[config.mk]
export PLATFORM = sky130hd
export DESIGN_NAME = bts_addr
export DESIGN_NICKNAME = d
export VERILOG_FILES = /design/src/hw/rtl/bts_pkg.sv /design/src/hw/rtl/bts_addr.sv
export SDC_FILE = /design/constraint.sdc
export NUM_CORES = 1
export LEC_CHECK = 0
export BUFFER_PORTS_ARGS = -buffer_cell sky130_fd_sc_hd__buf_4
export CAP_MARGIN = 20
export CORE_MARGIN = 3
export CORE_UTILIZATION = 35
export DETAILED_ROUTE_END_ITERATION = 7
export GPL_ROUTABILITY_DRIVEN = 0
export MAX_ROUTING_LAYER = met4
export SYNTH_ARGS = -nofsm -noshare
export SYNTH_HDL_FRONTEND = slang
export SYNTH_SLANG_ARGS = --single-unit
[constraint.sdc]
create_clock -name clock -period 6.8 [get_ports clock]
set_clock_uncertainty 0.2 [all_clocks]
set_input_delay 0.68 -clock clock [delete_from_list [all_inputs] [get_ports clock]]
set_output_delay 0.68 -clock clock [all_outputs]
set_load 0.02 [all_outputs]
[src/hw/rtl/bts_pkg.sv]
package bts_pkg;

   // Default sizes of the texel store.
   localparam int NUM_SLOTS_DEF = 4;
   localparam int MAX_DIM_DEF   = 256;

   // Configuration register file: a width and a height per slot.
   localparam int REG_SLOTS = 4;
   localparam int CFG_REGS  = 2 * REG_SLOTS;
   localparam int CSR_IDX_W = 4;
   localparam int DIM_REG_W = 9;
   localparam logic [DIM_REG_W-1:0] DIM_RESET = 9'd256;

   // Low bit of a register index selects width or height.
   localparam logic CSR_WIDTH_SEL  = 1'b0;
   localparam logic CSR_HEIGHT_SEL = 1'b1;

   // Request function codes.
   localparam logic FUNC_LOAD   = 1'b0;
   localparam logic FUNC_SAMPLE = 1'b1;

   // Filter fractions of one sample, aligned with the texel read data.
   typedef struct packed {
      logic        valid;
      logic        zero;
      logic [15:0] ur;
      logic [15:0] vr;
   } frac_type;

endpackage

[src/hw/rtl/bts_addr.sv]
module bts_addr #(
   parameter int AW = 8,
   parameter int SW = 2
) (
   input  logic                           clock,
   input  logic                           reset,
   input  logic                           en,
   input  logic                           in_valid,
   input  logic                           in_func,
   input  logic                           in_slot_ok,
   input  logic                           in_load_ok,
   input  logic [SW-1:0]                  in_slot,
   input  logic [AW-1:0]                  in_lcol,
   input  logic [AW-1:0]                  in_lrow,
   input  logic [31:0]                    in_rgba,
   input  logic [15:0]                    in_fu,
   input  logic [15:0]                    in_fv,
   input  logic                           in_bi,
   input  logic [AW-1:0]                  in_wm1,
   input  logic [AW-1:0]                  in_hm1,
   output logic                           wr_en,
   output logic [SW+2*AW-1:0]             wr_addr,
   output logic [31:0]                    wr_data,
   output logic                           rd_en,
   output logic [3:0][SW+2*AW-1:0]        rd_addr,
   output bts_pkg::frac_type              frac_out
);

   localparam int UW = 16 + AW;
   localparam int VW = 17 + AW;

   logic              v2_ff, func2_ff, slot_ok2_ff, load_ok2_ff, bi2_ff;
   logic [SW-1:0]     slot2_ff;
   logic [AW-1:0]     lcol2_ff, lrow2_ff, wm12_ff, hm12_ff;
   logic [31:0]       rgba2_ff;
   logic [UW-1:0]     uu_ff, uu_in;
   logic [VW-1:0]     vv_ff, vv_in;
   logic [16:0]       fv_inv;
   logic [AW-1:0]     col, row, col1, row1;
   bts_pkg::frac_type frac_ff, frac_in;

   // Scale the u fraction, and the v fraction inverted, by the texture size minus one.
   always_comb begin
      fv_inv = 17'h10000 - {1'b0, in_fv};
      uu_in  = UW'(in_fu) * UW'(in_wm1);
      vv_in  = VW'(fv_inv) * VW'(in_hm1);
   end

   always_ff @(posedge clock) begin
      if (reset) begin
         v2_ff <= 1'b0;
      end else if (en) begin
         v2_ff <= in_valid;
      end
   end

   always_ff @(posedge clock) begin
      if (en) begin
         func2_ff    <= in_func;
         slot_ok2_ff <= in_slot_ok;
         load_ok2_ff <= in_load_ok;
         bi2_ff      <= in_bi;
         slot2_ff    <= in_slot;
         lcol2_ff    <= in_lcol;
         lrow2_ff    <= in_lrow;
         rgba2_ff    <= in_rgba;
         wm12_ff     <= in_wm1;
         hm12_ff     <= in_hm1;
         uu_ff       <= uu_in;
         vv_ff       <= vv_in;
      end
   end

   // Texel coordinates and their right and lower neighbors, wrapping at the edges.
   always_comb begin
      col  = uu_ff[16 +: AW];
      row  = vv_ff[16 +: AW];
      col1 = (col == wm12_ff) ? '0 : AW'(col + 1'b1);
      row1 = (row == hm12_ff) ? '0 : AW'(row + 1'b1);
   end

   // Loads and samples reach the store in request order, so a sample always
   // sees every earlier load.
   assign wr_en      = en && v2_ff && (func2_ff == bts_pkg::FUNC_LOAD) && load_ok2_ff;
   assign wr_addr    = {slot2_ff, lrow2_ff, lcol2_ff};
   assign wr_data    = rgba2_ff;
   assign rd_en      = en;
   assign rd_addr[0] = {slot2_ff, row,  col};
   assign rd_addr[1] = {slot2_ff, row,  col1};
   assign rd_addr[2] = {slot2_ff, row1, col};
   assign rd_addr[3] = {slot2_ff, row1, col1};

   // Nearest sampling uses zero fractions, which puts all weight on the top-left texel.
   always_comb begin
      frac_in.valid = v2_ff && (func2_ff == bts_pkg::FUNC_SAMPLE);
      frac_in.zero  = !slot_ok2_ff;
      frac_in.ur    = bi2_ff ? uu_ff[15:0] : 16'd0;
      frac_in.vr    = bi2_ff ? vv_ff[15:0] : 16'd0;
   end

   // Fractions travel beside the texel read; only the valid bit is reset.
   always_ff @(posedge clock) begin
      if (reset) begin
         frac_ff.valid <= 1'b0;
      end else if (en) begin
         frac_ff.valid <= frac_in.valid;
      end
      if (en) begin
         frac_ff.zero <= frac_in.zero;
         frac_ff.ur   <= frac_in.ur;
         frac_ff.vr   <= frac_in.vr;
      end
   end

   assign frac_out = frac_ff;

endmodule

==> results of run 1 <==
report_power, final:
group | total, mW | internal [mW] | switching [mW] | leakage, nW
clock | 0.950 | 0.503 | 0.448 | 0.288
sequential | 1.56 | 1.40 | 0.158 | 1.51
combinational | 3.83 | 1.64 | 2.19 | 5.75
total | 6.34 | 3.54 | 2.80 | 7.55
through the flow:
| step | cell area, sq um | hold WS, ps |
|---|---|---|
| after floorplan | 14300 | 263 |
| after global placement | 16400 | 262 |
| after detailed placement | 16400 | 255 |
| after CTS | 17000 | 196 |
| after global routing | 17000 | 197 |
| final | 17000 | 225 |
synth_stat cells (20+ instances only):
master / count / share of area (%)
sky130_fd_sc_hd__buf_4: 58 / 3.1
sky130_fd_sc_hd__xnor2_1: 53 / 3.3
sky130_fd_sc_hd__nor2_1: 48 / 1.3
sky130_fd_sc_hd__inv_1: 185 / 4.9
sky130_fd_sc_hd__clkbuf_1: 22 / 0.58
sky130_fd_sc_hd__nand3_1: 20 / 0.70
sky130_fd_sc_hd__fa_1: 173 / 24
sky130_fd_sc_hd__and2_1: 205 / 9.0
sky130_fd_sc_hd__edfxtp_1: 151 / 32
sky130_fd_sc_hd__ha_1: 90 / 7.9
sky130_fd_sc_hd__nand2_1: 121 / 3.2
sky130_fd_sc_hd__a21oi_1: 36 / 1.3
sky130_fd_sc_hd__xor2_1: 25 / 1.5
cell type report:
class,instances,area (sq um),area share [%]
multi-input cells,897,8450,49.8
flip-flops and latches,153,4570,27.0
repair buffers,266,2000,11.8
inverters,185,694,4.09
well taps,525,657,3.87
clock buffers,18,439,2.59
clock inverters,14,149,0.878
registers in the layout, indices dropped and copies added (netlist names), 2 cells and up:
| signal | flops |
|---|---|
| frac_out | 34 |
| hm12_ff | 8 |
| lcol2_ff | 8 |
| lrow2_ff | 8 |
| slot2_ff | 2 |
| uu_ff | 24 |
| vv_ff | 24 |
| wm12_ff | 8 |
| wr_data | 32 |
cell families (layout without fill, tap and decap cells):
family	count (synthesis)	count (layout)	share of synthesized area, %
fa+ha+maj	263	263	32.2
compound gates	104	104	5.06
flops	153	153	32.1
simple gates	448	448	16.9
mux	4	4	0.290
xor+xnor	78	78	4.79
buf+inv	270	483	8.67
path summary, 6_finish.rpt:
check                    start           end  slack [ps]  cells after the start
hold reg to reg   frac_out[33]  frac_out[33]         270                      2
setup reg to reg        bi2_ff  frac_out[12]        5180                      1
hold / removal           reset  frac_out[33]         230                      2
setup / recovery      in_fv[0]     vv_ff[21]         900                     21
layer usage:
| layer | global-route usage (%) | share of wire (%) | up-vias |
|---|---|---|---|
| met3 | 1.69 | 2.9 | 34 |
| met5 | - | 0 | - |
| met4 | 3.58 | 1.4 | 0 |
| met2 | 24.7 | 47 | 210 |
| met1 | 22.3 | 49 | 4764 |
| li1 | - | - | 4600 |
==> report_table.html, run 1 <==
<table>
<tr><th>Metric</th><th>Value</th></tr>
<tr><th colspan="2">Outcome</th></tr>
<tr><td>Run status</td><td>complete, no violations</td></tr>
<tr><th colspan="2">Cells and area</th></tr>
<tr><td># diodes</td><td>0</td></tr>
<tr><td>Share of final-layout standard cells stronger than drive strength 1</td><td>20.5%</td></tr>
<tr><td>Post-layout nets</td><td>approximately 1900</td></tr>
<tr><td>Top library cells by usage in the layout, fill and taps aside</td><td>265 x sky130_fd_sc_hd__buf_4, 205 x sky130_fd_sc_hd__and2_1, 185 x sky130_fd_sc_hd__inv_1</td></tr>
<tr><td>Number of filler instances in the final layout</td><td>3848</td></tr>
<tr><td>Filler-free cell count of the finished design</td><td>2058</td></tr>
<tr><td>Area growth from synthesis to final layout</td><td>19.0%</td></tr>
<tr><td>Most common cell after layout, fill and taps aside</td><td>sky130_fd_sc_hd__buf_4</td></tr>
<tr><td>Fraction of the core area covered by cells at the end of the flow</td><td>a little over two fifths</td></tr>
<tr><th colspan="2">Timing</th></tr>
<tr><td>Final period demand of the worst path</td><td>just under 6000 ps</td></tr>
<tr><td>Max Freq</td><td>169 MHz</td></tr>
<tr><td>Final TNS setup</td><td>0 ps</td></tr>
<tr><td>Final count of hold timing violations</td><td>0</td></tr>
<tr><td>Worst setup slack after layout</td><td>roughly 900 ps</td></tr>
<tr><td>Max Slew Vio Count</td><td>0</td></tr>
<tr><td>Share of the clock period used by the worst path after layout</td><td>between 80 and 90%</td></tr>
<tr><td>Setup repair after global routing missed its margin</td><td>no</td></tr>
<tr><td>Normalized max-slew margin</td><td>about a third</td></tr>
<tr><td># setup viols final</td><td>0</td></tr>
<tr><td>Worst-Margin Slew</td><td>between 900 and 1000 ps</td></tr>
<tr><th colspan="2">Logic synthesis</th></tr>
<tr><td>Number of synthesized flops with an enable pin</td><td>151</td></tr>
<tr><td>Syn Inst Count</td><td>about 1300</td></tr>
<tr><td>Mean instance size in the synthesized netlist</td><td>10.8 sq um</td></tr>
<tr><td>Sequential cell area fraction in the yosys report</td><td>around 32%</td></tr>
<tr><td>Area of the mapped netlist</td><td>0.0143 sq mm</td></tr>
<tr><td>Synth Warn #</td><td>0</td></tr>
<tr><td>Dominant synthesized flop cell</td><td>sky130_fd_sc_hd__edfxtp_1</td></tr>
<tr><td>Netlist cell types</td><td>62</td></tr>
<tr><td>Ys async rst share</td><td>0%</td></tr>
<tr><td>Synth Net Count</td><td>approximately 1700</td></tr>
<tr><td>Number of storage elements in the synthesis netlist</td><td>around 150</td></tr>
<tr><th colspan="2">Setup path</th></tr>
<tr><td>Slowest stage cell, crit path</td><td>sky130_fd_sc_hd__fa_1</td></tr>
<tr><td>Critical Path Source Type</td><td>input pin</td></tr>
<tr><td>Type of the worst setup path</td><td>input pin to flop</td></tr>
<tr><td>Kind of cell adding the most delay to the critical path</td><td>adder cells</td></tr>
<tr><td>Largest stage delay, worst path</td><td>approximately 540 ps</td></tr>
<tr><td>Ordered list of cells on the worst path</td><td>buf_4, inv_1, ha_1, nand2b_1, nor2b_1, nor3b_1, xnor2_1, and2_1, fa_1, fa_1, fa_1, inv_1, fa_1, inv_1, ha_1, nand3_1, a211oi_1, nor3_2, o31ai_1, a21boi_0, xnor2_1</td></tr>
<tr><td>Most repeated library cell on the critical path</td><td>sky130_fd_sc_hd__fa_1</td></tr>
<tr><td>Highest net fanout along the worst path</td><td>10</td></tr>
<tr><td>Bufs and invs on worst path</td><td>4</td></tr>
<tr><td>Required time at the endpoint of the critical path</td><td>just under 7000 ps</td></tr>
<tr><td>Data arrival time of the critical path</td><td>between 5000 and 6000 ps</td></tr>
<tr><td>Category of the worst setup path capture point</td><td>flop</td></tr>
<tr><th colspan="2">CTS</th></tr>
<tr><td>Clock net sink count</td><td>approximately 150</td></tr>
<tr><td>Clock edge transition at the registers on the reported setup and hold paths</td><td>70 ps</td></tr>
<tr><td>Post-CTS Hold Fix Bufs</td><td>0</td></tr>
<tr><td>Postcts setup bufs</td><td>0</td></tr>
<tr><td>Root Buffer Master</td><td>sky130_fd_sc_hd__clkbuf_16</td></tr>
<tr><td>Post_cts resized</td><td>0</td></tr>
<tr><td>Clock network latency to the later pin of the worst-skew pair</td><td>roughly 430 ps</td></tr>
<tr><td>Number of CTS-inserted buffers</td><td>17</td></tr>
<tr><td>Buffers from clock root to sink, at most</td><td>2</td></tr>
<tr><td>Clock tree from TritonCTS</td><td>built</td></tr>
<tr><td>Number of H-tree levels</td><td>4</td></tr>
<tr><th colspan="2">Route</th></tr>
<tr><td>DRC violation count after routing</td><td>0</td></tr>
<tr><td>Drt first-iter violations</td><td>about 440</td></tr>
<tr><td>Mean routed wirelength per cell</td><td>between 15 and 20 um</td></tr>
<tr><td>DR vias/cell</td><td>~4.7</td></tr>
<tr><td>Final antenna-violating net count</td><td>0</td></tr>
<tr><td>First-pass iteration count of the detailed router</td><td>4</td></tr>
<tr><td>Via count</td><td>roughly 9600</td></tr>
<tr><td>Wire length reported by the detailed router</td><td>32800 um</td></tr>
<tr><th colspan="2">Global route</th></tr>
<tr><td>Sum of overflow across all layers after global routing</td><td>0</td></tr>
<tr><td>Overall routing resource usage</td><td>between 10% and 20%</td></tr>
<tr><td>Antenna violations before repair</td><td>0</td></tr>
<tr><td>Pin count of the biggest net entering global routing</td><td>85</td></tr>
<tr><td>Via count of the first global-routing pass</td><td>around 10000</td></tr>
<tr><td>Global-route wire length before repair</td><td>roughly 54000 um</td></tr>
<tr><th colspan="2">Floorplan</th></tr>
<tr><td>X dimension of the die</td><td>208 um</td></tr>
<tr><td>Top-level port count</td><td>264</td></tr>
<tr><td>CORE AREA</td><td>around 0.040 sq mm</td></tr>
<tr><td>Total Die Area</td><td>about 0.043 sq mm</td></tr>
<tr><td>Rows</td><td>73</td></tr>
<tr><td>Starting utilization of the core area</td><td>35.6%</td></tr>
<tr><td>Y dimension of the die</td><td>about 210 um</td></tr>
<tr><th colspan="2">Placed design</th></tr>
<tr><td>Detailed placement HPWL</td><td>between 20000 and 30000 um</td></tr>
<tr><td>Number of buffers added on ports</td><td>263</td></tr>
<tr><td>Placed cell count</td><td>approximately 2000</td></tr>
<tr><td>Pre-CTS worst setup slack</td><td>441 ps</td></tr>
<tr><th colspan="2">Power and ir drop</th></tr>
<tr><td>Overall power of the completed layout</td><td>between 6 and 7 mW</td></tr>
<tr><td>Max VDD drop</td><td>0.192 mV</td></tr>
<tr><td>Leak</td><td>~7.6 nW</td></tr>
<tr><td>P per Cell Area</td><td>between 300 and 400 mW/mm^2</td></tr>
<tr><th colspan="2">Min path</th></tr>
<tr><td>Worst min-delay path category</td><td>input pin to flop</td></tr>
<tr><th colspan="2">Flow run</th></tr>
<tr><td>Number of max-cap violations</td><td>0</td></tr>
</table>
(Power assumes the default switching activity.)
==> run 2, diff against run 1 <==
==> constraint.sdc (replaced) <==
create_clock -name clock -period 6.56 [get_ports clock]
set_clock_uncertainty 0.2 [all_clocks]
set_input_delay 0.656 -clock clock [delete_from_list [all_inputs] [get_ports clock]]
set_output_delay 0.656 -clock clock [all_outputs]
set_load 0.02 [all_outputs]
==> report_table.html, run 2 (same netlist as run 1, synthesis figures left out) <==
<table>
<tr><th>Metric</th><th>Value</th></tr>
<tr><th colspan="2">Outcome</th></tr>
<tr><td>Run status</td><td>complete, no violations</td></tr>
<tr><th colspan="2">Route</th></tr>
<tr><td>DRC violation count after routing</td><td>0 (unchanged)</td></tr>
<tr><td>First-pass iteration count of the detailed router</td><td>5 (+1)</td></tr>
<tr><td>Via count</td><td>9730 (+1.3%)</td></tr>
<tr><td>Final antenna-violating net count</td><td>0 (unchanged)</td></tr>
<tr><td>Wire length reported by the detailed router</td><td>33200 um (+1.2%)</td></tr>
<tr><td>Mean routed wirelength per cell</td><td>16.1 um (+0.96%)</td></tr>
<tr><td>DR vias/cell</td><td>4.72 (+1.1%)</td></tr>
<tr><td>Drt first-iter violations</td><td>478 (+9.4%)</td></tr>
<tr><th colspan="2">CTS</th></tr>
<tr><td>Number of H-tree levels</td><td>4 (unchanged)</td></tr>
<tr><td>Post-CTS Hold Fix Bufs</td><td>0 (unchanged)</td></tr>
<tr><td>Root Buffer Master</td><td>sky130_fd_sc_hd__clkbuf_16</td></tr>
<tr><td>Clock tree from TritonCTS</td><td>built</td></tr>
<tr><td>Clock edge transition at the registers on the reported setup and hold paths</td><td>70 ps (about the same)</td></tr>
<tr><td>Clock net sink count</td><td>153 (unchanged)</td></tr>
<tr><td>Buffers from clock root to sink, at most</td><td>2 (unchanged)</td></tr>
<tr><td>Postcts setup bufs</td><td>0 (unchanged)</td></tr>
<tr><td>Number of CTS-inserted buffers</td><td>17 (unchanged)</td></tr>
<tr><td>Post_cts resized</td><td>0 (unchanged)</td></tr>
<tr><td>Clock network latency to the later pin of the worst-skew pair</td><td>420 ps (about the same)</td></tr>
<tr><th colspan="2">Floorplan</th></tr>
<tr><td>X dimension of the die</td><td>208 um (unchanged)</td></tr>
<tr><td>Top-level port count</td><td>264 (unchanged)</td></tr>
<tr><td>Rows</td><td>73 (unchanged)</td></tr>
<tr><td>CORE AREA</td><td>0.0400 sq mm (unchanged)</td></tr>
<tr><td>Y dimension of the die</td><td>208 um (unchanged)</td></tr>
<tr><td>Starting utilization of the core area</td><td>35.6% (unchanged)</td></tr>
<tr><td>Total Die Area</td><td>0.0432 sq mm (unchanged)</td></tr>
<tr><th colspan="2">Power and ir drop</th></tr>
<tr><td>P per Cell Area</td><td>388 mW/mm^2 (+3.7%)</td></tr>
<tr><td>Max VDD drop</td><td>0.197 mV (+2.7%)</td></tr>
<tr><td>Leak</td><td>7.56 nW (+0.17%)</td></tr>
<tr><th colspan="2">Setup path</th></tr>
<tr><td>Kind of cell adding the most delay to the critical path</td><td>adder cells</td></tr>
<tr><td>Reg-to-reg slack, setup</td><td>5080 ps (-100 ps)</td></tr>
<tr><td>Required time at the endpoint of the critical path</td><td>6530 ps (-240 ps)</td></tr>
<tr><td>Highest net fanout along the worst path</td><td>10 (unchanged)</td></tr>
<tr><td>Type of the worst setup path</td><td>input pin to flop</td></tr>
<tr><td>Most repeated library cell on the critical path</td><td>sky130_fd_sc_hd__fa_1</td></tr>
<tr><td>Capturing element of the worst setup path</td><td>vv_ff[21]</td></tr>
<tr><td>Worst setup path startpoint</td><td>in_fv[0]</td></tr>
<tr><td>Bufs and invs on worst path</td><td>4 (unchanged)</td></tr>
<tr><td>Endpoint of the worst register-to-register path</td><td>frac_out[12]</td></tr>
<tr><td>Slowest stage cell, crit path</td><td>sky130_fd_sc_hd__fa_1</td></tr>
<tr><td>Largest stage delay, worst path</td><td>540 ps (about the same)</td></tr>
<tr><td>Cell count of the worst reg-to-reg path</td><td>2 (+1)</td></tr>
<tr><td>Logic depth of the worst setup path including buffers</td><td>21 (unchanged)</td></tr>
<tr><td>Ordered list of cells on the worst path</td><td>buf_4, inv_1, ha_1, nand2b_1, nor2b_1, nor3b_1, xnor2_1, and2_1, fa_1, fa_1, fa_1, inv_1, fa_1, inv_1, ha_1, nand3_1, a211oi_1, nor3_2, o31ai_1, a21boi_0, xnor2_1</td></tr>
<tr><td>Launching point of the worst reg2reg path</td><td>bi2_ff</td></tr>
<tr><td>Critical Path Source Type</td><td>input pin</td></tr>
<tr><td>Category of the worst setup path capture point</td><td>flop</td></tr>
<tr><td>Data arrival time of the critical path</td><td>5940 ps (+60 ps)</td></tr>
<tr><th colspan="2">Timing</th></tr>
<tr><td>Final TNS setup</td><td>0 ps (unchanged)</td></tr>
<tr><td>Final count of hold timing violations</td><td>0 (unchanged)</td></tr>
<tr><td>Worst-Margin Slew</td><td>933 ps (-58.0 ps)</td></tr>
<tr><td>Worst setup slack after layout</td><td>599 ps (-299 ps)</td></tr>
<tr><td>Setup repair after global routing missed its margin</td><td>no</td></tr>
<tr><td>Final period demand of the worst path</td><td>approximately 6000 ps</td></tr>
<tr><td>Share of the clock period used by the worst path after layout</td><td>90.9%</td></tr>
<tr><td># setup viols final</td><td>0 (unchanged)</td></tr>
<tr><td>Max Freq</td><td>168 MHz</td></tr>
<tr><td>Normalized max-slew margin</td><td>37.8% (+3.9 points)</td></tr>
<tr><td>Max Slew Vio Count</td><td>0 (unchanged)</td></tr>
<tr><th colspan="2">Placed design</th></tr>
<tr><td>Detailed placement HPWL</td><td>26000 um (+1.2%)</td></tr>
<tr><td>Pre-CTS worst setup slack</td><td>161 ps (-280 ps)</td></tr>
<tr><td>Number of buffers added on ports</td><td>263 (unchanged)</td></tr>
<tr><th colspan="2">Cells and area</th></tr>
<tr><td>Share of final-layout standard cells stronger than drive strength 1</td><td>20.7% (+0.14 points)</td></tr>
<tr><td>Post-layout nets</td><td>1893 (+0.21%)</td></tr>
<tr><td>Max reg flops</td><td>34 (unchanged)</td></tr>
<tr><td># diodes</td><td>0 (unchanged)</td></tr>
<tr><td>Fraction of the core area covered by cells at the end of the flow</td><td>42.5% (+0.075 points)</td></tr>
<tr><td>Area growth from synthesis to final layout</td><td>19.2%</td></tr>
<tr><td>Top library cells by usage in the layout, fill and taps aside</td><td>268 x sky130_fd_sc_hd__buf_4, 205 x sky130_fd_sc_hd__and2_1, 185 x sky130_fd_sc_hd__inv_1</td></tr>
<tr><td>Most common cell after layout, fill and taps aside</td><td>sky130_fd_sc_hd__buf_4</td></tr>
<tr><th colspan="2">Global route</th></tr>
<tr><td>Pin count of the biggest net entering global routing</td><td>85 (unchanged)</td></tr>
<tr><td>Via count of the first global-routing pass</td><td>10041 (-0.36%)</td></tr>
<tr><td>Global-route wire length before repair</td><td>53600 um (-0.66%)</td></tr>
<tr><td>Overall routing resource usage</td><td>15.6% (-0.13 points)</td></tr>
<tr><td>Antenna violations before repair</td><td>0 (unchanged)</td></tr>
<tr><td>Sum of overflow across all layers after global routing</td><td>0 (unchanged)</td></tr>
<tr><th colspan="2">Flow run</th></tr>
<tr><td>Number of max-cap violations</td><td>0 (unchanged)</td></tr>
<tr><th colspan="2">Min path</th></tr>
<tr><td>Worst min-delay path category</td><td>input pin to flop</td></tr>
</table>
run 2: cell count changes in the layout (fill, tap and decap cells not counted):
cell	change
sky130_fd_sc_hd__clkinv_8	-1
sky130_fd_sc_hd__clkinvlp_4	+1
sky130_fd_sc_hd__inv_6	+2
sky130_fd_sc_hd__clkinv_4	+1
sky130_fd_sc_hd__clkbuf_8	-1
sky130_fd_sc_hd__inv_8	-4
sky130_fd_sc_hd__buf_8	+1
sky130_fd_sc_hd__buf_4	+3
sky130_fd_sc_hd__bufinv_16	+1
sky130_fd_sc_hd__clkbuf_1	+1
run 2: worst reg2reg max path: cells and delay by family (launching register included):
| kind | cells | cell delay, ps |
|---|---|---|
| AND/OR/NAND/NOR | 1 | 170 |
| buffers and inverters | 1 | 260 |
| flip-flops | 1 | 610 |
run 2: where the power goes:
group | internal (mW) | total, mW | switching (mW)
Combinational | 1.70 | 4.00 | 2.29
Clock | 0.538 | 0.984 | 0.446
Sequential | 1.45 | 1.61 | 0.158
Total | 3.69 | 6.59 | 2.90
run 2: final cells by class:
class / instances / area, sq um
clock buffers: 18 / 429
clock inverters: 14 / 151
fillers: 3863 / 23000
inverters: 185 / 694
multi-input cells: 897 / 8450
flip-flops and latches: 153 / 4570
well taps: 525 / 657
repair buffers: 270 / 2040
run 2: stage by stage:
stage / std cells / hold WS, ps / cell area (sq um) / total power, mW
finish: 2062 / 195 / 17000 / 6.59
global route: 2062 / 175 / 17000 / 7.18
CTS: 2061 / 178 / 17000 / 6.66
detailed placement: 2029 / 266 / 16400 / 5.65
global placement: 2029 / 262 / 16400 / 5.58
floorplan: 1320 / 263 / 14300 / 4.65
run 2: metal layers:
layer / track usage, % / vias up / part of all wire (%)
met3: 1.96 / 28 / 4.1
li1: - / 4609 / -
met1: 21.8 / 4849 / 47
met5: - / - / 0
met2: 24.5 / 244 / 48
met4: 3.56 / 0 / 1.2
run 2: worst min path at each step:
| stage | from | to | slack [ps] | depth (start not counted) |
|---|---|---|---|---|
| finish | reset | v2_ff | 190 | 2 |
| CTS | in_rgba[31] | wr_data[31] | 180 | 1 |
| detailed placement | frac_out[33] | frac_out[33] | 270 | 2 |
| global route | in_lcol[4] | lcol2_ff[4] | 170 | 1 |
| floorplan | v2_ff | frac_out[33] | 260 | 2 |
| global placement | frac_out[33] | frac_out[33] | 260 | 2 |
